$ cat config.mk
export PLATFORM = sky130hd
export DESIGN_NAME = interrupt_controller_init_write_top
export DESIGN_NICKNAME = d
export VERILOG_FILES = /design/src/hw/rtl/icw_pkg.sv /design/src/hw/rtl/interrupt_controller_init_write_top.sv
export VERILOG_INCLUDE_DIRS = /design/src /design/src/hw/rtl
export SDC_FILE = /design/constraint.sdc
export NUM_CORES = 1
export LEC_CHECK = 0
export BUFFER_PORTS_ARGS = -buffer_cell sky130_fd_sc_hd__buf_2
export CORE_MARGIN = 3
export CORE_UTILIZATION = 35
export DETAILED_ROUTE_END_ITERATION = 12
export GPL_TIMING_DRIVEN = 0
export PLACE_DENSITY = 0.52
export SETUP_SLACK_MARGIN = 0.05
export SLEW_MARGIN = 40
export SYNTH_ARGS = -nofsm -noshare
export SYNTH_HDL_FRONTEND = slang
export SYNTH_SLANG_ARGS = --single-unit
$ cat constraint.sdc
create_clock -name clock -period 4.04 [get_ports clock]
set_clock_uncertainty 0.2 [all_clocks]
set_input_delay 0.808 -clock clock [delete_from_list [all_inputs] [get_ports clock]]
set_output_delay 0.808 -clock clock [all_outputs]
set_load 0.01 [all_outputs]
$ cat src/hw/rtl/interrupt_controller_init_write_top_macros.svh
// Assertion macros shared by the interrupt controller write-side RTL.
// Depends on nothing; included by modules that carry concurrent checks.
`ifndef INTERRUPT_CONTROLLER_INIT_WRITE_TOP_MACROS_SVH
`define INTERRUPT_CONTROLLER_INIT_WRITE_TOP_MACROS_SVH

// Same-cycle implication, disabled while reset is high
`define ICW_ASSERT_IMPLY(label, clk, rst, ante, cons) \
   label: assert property (@(posedge clk) disable iff (rst) (ante) |-> (cons)) \
      else $error("implication check failed");

// Next-cycle implication, disabled while reset is high
`define ICW_ASSERT_NEXT(label, clk, rst, ante, cons) \
   label: assert property (@(posedge clk) disable iff (rst) (ante) |=> (cons)) \
      else $error("next-cycle check failed");

`endif

$ cat src/hw/rtl/icw_pkg.sv
// Types and constants for the cascaded interrupt controller write side.
// Depends on nothing; imported by interrupt_controller_init_write_top.
package icw_pkg;

   // Initialization phase of one controller
   typedef enum logic [1:0] {
      PHASE_READY = 2'd0,
      PHASE_ICW2  = 2'd1,
      PHASE_ICW3  = 2'd2,
      PHASE_ICW4  = 2'd3
   } phase_type;

   // Chip select values
   localparam logic CHIP_MASTER = 1'b0;
   localparam logic CHIP_SLAVE  = 1'b1;

   // Port address bits
   localparam int PORT_SLAVE_BIT = 7;
   localparam int PORT_DATA_BIT  = 0;

   // Command byte bits
   localparam int CMD_INIT_BIT   = 4;
   localparam int CMD_IC4_BIT    = 0;
   localparam int CMD_SINGLE_BIT = 1;

   // ICW4 auto end-of-interrupt bit
   localparam int ICW4_AEOI_BIT = 1;

   // Vector base handling
   localparam logic [7:0] BASE_MASK        = 8'hF8;
   localparam logic [7:0] MASTER_BASE_RST  = 8'h08;
   localparam logic [7:0] SLAVE_BASE_RST   = 8'h70;

   // One port write
   typedef struct packed {
      logic [7:0] port_addr;
      logic [7:0] data;
   } req_type;

   // Addressed chip's state after the write
   typedef struct packed {
      logic       ignored;
      logic       chip;
      logic [1:0] init_phase;
      logic [7:0] irq_mask;
      logic [7:0] vector_base;
      logic       auto_eoi_on;
      logic       slave_present;
   } rsp_type;

endpackage

$ cat src/hw/rtl/interrupt_controller_init_write_top.sv
// Write side of a cascaded master/slave pair of 8259-style controllers.
// Usage:
//   req_* carries one port write (port_addr, data) per beat; bit 7 of the
//   port picks the slave, bit 0 picks data versus command.
//   rsp_* returns one beat per write: the addressed chip's phase, mask,
//   vector base, auto-EOI flag, slave presence, and an ignored flag for a
//   write to an absent slave (which changes nothing).
// Timing:
//   A taken write goes first into the input register, where the state
//   update and result are formed, then into the result register, from
//   which the result beat is offered.
//   One write per cycle is sustained while rsp_ready stays high; the state
//   registers update in the same cycle the write leaves the input register,
//   so the next write sees them at once.
// Reset: both chips return to ready with mask 0, bases 0x08 and 0x70,
//   auto-EOI off, slave present, and both pipeline stages empty.
// Stall: with rsp_ready low the result register holds; the input register
//   holds behind it, and req_ready drops once both are full.
// Depends on icw_pkg and interrupt_controller_init_write_top_macros.svh.
`include "interrupt_controller_init_write_top_macros.svh"

module interrupt_controller_init_write_top (
   input  logic             clock,
   input  logic             reset,
   input  logic             req_valid,
   output logic             req_ready,
   input  icw_pkg::req_type req_payload,
   output logic             rsp_valid,
   input  logic             rsp_ready,
   output icw_pkg::rsp_type rsp_payload
);
   import icw_pkg::*;

   // Pipeline registers
   logic      in_valid_ff;
   req_type   in_ff;
   logic      out_valid_ff;
   rsp_type   out_ff;
   rsp_type   out_in;

   // Controller state, index 0 master, 1 slave
   phase_type       phase_ff [2];
   phase_type       phase_in [2];
   logic [1:0]      expect_ff;
   logic [1:0]      expect_in;
   logic [1:0][7:0] base_ff;
   logic [1:0][7:0] base_in;
   logic [1:0][7:0] mask_ff;
   logic [1:0][7:0] mask_in;
   logic [1:0]      aeoi_ff;
   logic [1:0]      aeoi_in;
   logic            cascade_ff;
   logic            cascade_in;

   // Handshake control
   logic out_free;
   logic advance;
   logic chip_sel;
   logic is_data;
   logic ignore_wr;
   logic [7:0] wr_data;

   assign out_free  = !out_valid_ff || rsp_ready;
   assign advance   = in_valid_ff && out_free;
   assign req_ready = !in_valid_ff || out_free;

   assign chip_sel  = in_ff.port_addr[PORT_SLAVE_BIT];
   assign is_data   = in_ff.port_addr[PORT_DATA_BIT];
   assign wr_data   = in_ff.data;
   assign ignore_wr = (chip_sel == CHIP_SLAVE) && !cascade_ff;

   // Form next controller state from the write in the input register
   always_comb begin
      phase_in   = phase_ff;
      expect_in  = expect_ff;
      base_in    = base_ff;
      mask_in    = mask_ff;
      aeoi_in    = aeoi_ff;
      cascade_in = cascade_ff;
      if (advance && !ignore_wr) begin
         if (!is_data) begin
            if (wr_data[CMD_INIT_BIT]) begin
               phase_in[chip_sel] = PHASE_ICW2;
            end
            expect_in[chip_sel] = wr_data[CMD_IC4_BIT];
            if (chip_sel == CHIP_MASTER) begin
               cascade_in = !wr_data[CMD_SINGLE_BIT];
            end
         end else begin
            case (phase_ff[chip_sel])
               PHASE_READY: begin
                  mask_in[chip_sel] = wr_data;
               end
               PHASE_ICW2: begin
                  base_in[chip_sel] = wr_data & BASE_MASK;
                  if (cascade_ff) begin
                     phase_in[chip_sel] = PHASE_ICW3;
                  end else if (expect_ff[chip_sel]) begin
                     phase_in[chip_sel] = PHASE_ICW4;
                  end else begin
                     phase_in[chip_sel] = PHASE_READY;
                  end
               end
               PHASE_ICW3: begin
                  phase_in[chip_sel] = expect_ff[chip_sel] ? PHASE_ICW4 : PHASE_READY;
               end
               default: begin
                  aeoi_in[chip_sel]  = wr_data[ICW4_AEOI_BIT];
                  phase_in[chip_sel] = PHASE_READY;
               end
            endcase
         end
      end
   end

   // Report the addressed chip after the write
   always_comb begin
      out_in               = '0;
      out_in.ignored       = ignore_wr;
      out_in.chip          = chip_sel;
      out_in.init_phase    = phase_in[chip_sel];
      out_in.irq_mask      = mask_in[chip_sel];
      out_in.vector_base   = base_in[chip_sel] & BASE_MASK;
      out_in.auto_eoi_on   = aeoi_in[chip_sel];
      out_in.slave_present = cascade_in;
   end

   // Input register: take a beat whenever it is empty or draining
   always_ff @(posedge clock) begin
      if (reset) begin
         in_valid_ff <= 1'b0;
      end else if (req_ready) begin
         in_valid_ff <= req_valid;
      end
      if (req_ready && req_valid) begin
         in_ff <= req_payload;
      end
   end

   // Result register: load on advance, drop when taken
   always_ff @(posedge clock) begin
      if (reset) begin
         out_valid_ff <= 1'b0;
      end else if (out_free) begin
         out_valid_ff <= in_valid_ff;
      end
      if (advance) begin
         out_ff <= out_in;
      end
   end

   // Controller state
   always_ff @(posedge clock) begin
      if (reset) begin
         phase_ff[0] <= PHASE_READY;
         phase_ff[1] <= PHASE_READY;
         expect_ff   <= '0;
         base_ff[0]  <= MASTER_BASE_RST;
         base_ff[1]  <= SLAVE_BASE_RST;
         mask_ff     <= '0;
         aeoi_ff     <= '0;
         cascade_ff  <= 1'b1;
      end else begin
         phase_ff   <= phase_in;
         expect_ff  <= expect_in;
         base_ff    <= base_in;
         mask_ff    <= mask_in;
         aeoi_ff    <= aeoi_in;
         cascade_ff <= cascade_in;
      end
   end

   assign rsp_valid   = out_valid_ff;
   assign rsp_payload = out_ff;

   // An ignored write always names the slave while it is absent
   `ICW_ASSERT_IMPLY(a_ignored_slave, clock, reset,
      out_valid_ff && out_ff.ignored,
      out_ff.chip == CHIP_SLAVE && !out_ff.slave_present)
   // Reported vector base is always a multiple of eight
   `ICW_ASSERT_IMPLY(a_base_aligned, clock, reset, out_valid_ff, out_ff.vector_base[2:0] == 3'b000)
   // A write to an absent slave leaves the stored state untouched
   `ICW_ASSERT_NEXT(a_ignored_no_change, clock, reset, advance && ignore_wr,
      mask_ff == $past(mask_ff) && base_ff == $past(base_ff) &&
      cascade_ff == $past(cascade_ff))
   // A blocked input beat stays in the input register
   `ICW_ASSERT_NEXT(a_input_holds, clock, reset, in_valid_ff && !out_free,
      in_valid_ff && in_ff == $past(in_ff))

endmodule

==> flow_summary.json <==
{
  "status": "finished clean",
  "p_seq_frac": 0.529,
  "clk_latency_ns": 0.35,
  "final_nets": 327,
  "dpl-instance-area_um2": 3160,
  "finalHoldViolations": 0,
  "avgSynthCellArea_um2": 11.0,
  "setup_violations": 0,
  "synthArstFlopShare": 0,
  "worstPathMaxFanout": 10,
  "diodes": 0,
  "pwr-share-clk": 0.395,
  "ios": 44,
  "path_class": "input pin to primary output",
  "arrival_ns": 2.02,
  "syn_inst": 261,
  "ctsHoldBuffers": 0,
  "coreArea_um2": 7850,
  "cts_buffers": 9,
  "first_pass_iters": 4,
  "ys_types": 47,
  "die-area_um2": 9290,
  "wl_per_cell_um": 16.2,
  "drv_cap": 0,
  "setup.worst_path.end_class": "primary output",
  "synth_area_um2": 2860,
  "drc": 0,
  "power.internal_mw": 1.04,
  "holdWs_ns": 0.262,
  "ctsRootBufferMaster": "clkbuf_8",
  "htree_levels": 3,
  "cts_sinks": 66,
  "rows": 32,
  "clk_pin_slew_ns": 0.07,
  "pre_cts_slack_ns": 1.03,
  "cts_setup_buffers": 0,
  "final_common_cell": "buf_2",
  "drtIter0Drc": 127,
  "powerDensity_nw_per_um2": 413,
  "gp_congestion": 0.852,
  "ys_seq_area_frac": 0.564,
  "clk_path_buf_depth": 2,
  "grtUsageTotal": 0.160,
  "postRouteAntennaNets": 0,
  "gr-total-overflow": 0,
  "synth_ff_type": "dfxtp_1",
  "design_area_um2": 3350,
  "worst_pin_slew_ns": 0.749,
  "first_global_vias": 2137,
  "maxSlewViolCount": 0,
  "antenna_found_initial": 0,
  "cts_resized": 0,
  "total_leakage_power_nw": 1.30,
  "rsz0062_at_grt": "false",
  "combinationalPowerShare": 0.076,
  "ys_ff_latch": 66,
  "relSlewSlack": 0.501,
  "yosys_warnings": 0,
  "syn_to_final_growth_pct": 17.3,
  "ir_worst_vdd_uv": 167,
  "wl_mm": 6.71,
  "grt_pass1_wl_mm": 11.0,
  "synth_edf_count": 29,
  "finalCritPeriodShare": 0.750,
  "max_clock_freq_mhz": 330,
  "die_h_um": 96.4,
  "critPathLaunchType": "input pin",
  "initial_core_util": 0.364,
  "num_vias": 2143,
  "final_cell_mix": "buf_2, dfxtp_1, nor2_1, edfxtp_1, mux2i_1",
  "crit_required_ns": 3.03,
  "sw_frac_of_total": 0.248,
  "setup_tns_ns": 0,
  "die_width_um": 96.4,
  "switchingPower_mw": 0.344,
  "viasPerCell": 5.18,
  "fin_ws_ns": 1.01,
  "layout-drive-gt1-share": 0.221,
  "hold_path_class": "flip-flop to flip-flop",
  "tritoncts": "built",
  "port_buffers": 33,
  "place_hpwl_mm": 4.57,
  "grt_max_degree": 21,
  "finalCriticalPeriod_ns": 3.03
}
[cell usage after synthesis, types with 2 or more instances]
cell type	count	share of area
dfxtp_1	37	0.26
nor2_1	30	0.039
edfxtp_1	29	0.30
mux2i_1	23	0.081
a21oi_1	16	0.028
clkbuf_1	10	0.013
nand2_1	10	0.013
nand3_1	10	0.018
o21ai_0	10	0.018
a31oi_1	9	0.020
buf_2	6	0.011
nor3_1	6	0.011
a211oi_1	5	0.013
nand3b_1	5	0.013
o31a_1	5	0.015
and2_1	4	0.0088
buf_4	4	0.011
inv_1	4	0.0053
a221oi_1	3	0.0092
nand4_1	3	0.0066
buf_6	2	0.0079
nand2b_1	2	0.0044
nand4b_1	2	0.0061
nor2b_1	2	0.0044
o31ai_1	2	0.0053
[final cells by class]
| class | instances | area [um2] |
|---|---|---|
| fill | 798 | 4490 |
| sequential | 66 | 1610 |
| multi-input combinational | 171 | 1120 |
| timing repair buffer | 33 | 165 |
| tap | 102 | 128 |
| clock buffer | 9 | 124 |
| buffer | 22 | 120 |
| clock inverter | 7 | 70.1 |
| inverter | 4 | 15.0 |
[cell families after synthesis]
| logic type | Yosys count | share of synthesized area |
|---|---|---|
| AND/OR/NAND/NOR | 84 | 0.156 |
| multiplexers | 24 | 0.0845 |
| other | 1 | 0.00131 |
| AO/OA/AOI/OAI | 60 | 0.147 |
| buffers and inverters | 26 | 0.0473 |
| flip-flops | 66 | 0.564 |
[routing by layer]
metal,up-vias,part of all wire,wire (um),track usage
met5,-,0,0,0
met4,0,0.028,185,0.0794
met3,15,0.061,412,0.0457
met2,71,0.45,3030,0.236
met1,1004,0.46,3090,0.213
li1,1053,-,-,-
[worst paths after layout]
path / slack [ns] / end / cells past startpoint / start
max: 1.01 / req_ready / 6 / rsp_ready
min: 0.26 / mask_ff[9]$_SDFF_PP0_ / 2 / mask_ff[9]$_SDFF_PP0_
max reg2reg: 1.82 / rsp_payload[19]$_DFFE_PP_ / 5 / chip_sel$_DFFE_PP_
min reg2reg: 0.26 / mask_ff[9]$_SDFF_PP0_ / 2 / mask_ff[9]$_SDFF_PP0_
[power by group through the flow]
stage	Combinational, mW	Sequential (mW)	Clock [mW]
after floorplan	0.0640	0.750	0
after global placement	0.105	0.749	0
after detailed placement	0.106	0.749	0
after CTS	0.106	0.734	0.563
after global routing	0.117	0.737	0.594
final	0.105	0.734	0.548
[flip-flops by register name, summed over array words and instances, names as in the netlist, 2 cells and up]
name,count
mask_ff,16
expect_ff,2
wr_data,8
rsp_payload,19
phase_ff,4
aeoi_ff,2
base_ff,10
[stage by stage]
stage	instances	util	total power, mW
floorplan	263	-	0.814
global placement	398	0.403	0.854
detailed placement	398	0.403	0.854
CTS	414	0.427	1.40
global route	414	0.427	1.45
finish	414	0.427	1.39
[critical path: stages]
cell and delay (ns):
buf_2 0.10, nor2b_1 0.09, buf_2 0.26, clkbuf_1 0.47, nand2_1 0.13, buf_2 0.16
No activity file was read; power rests on OpenSTA's default activity.
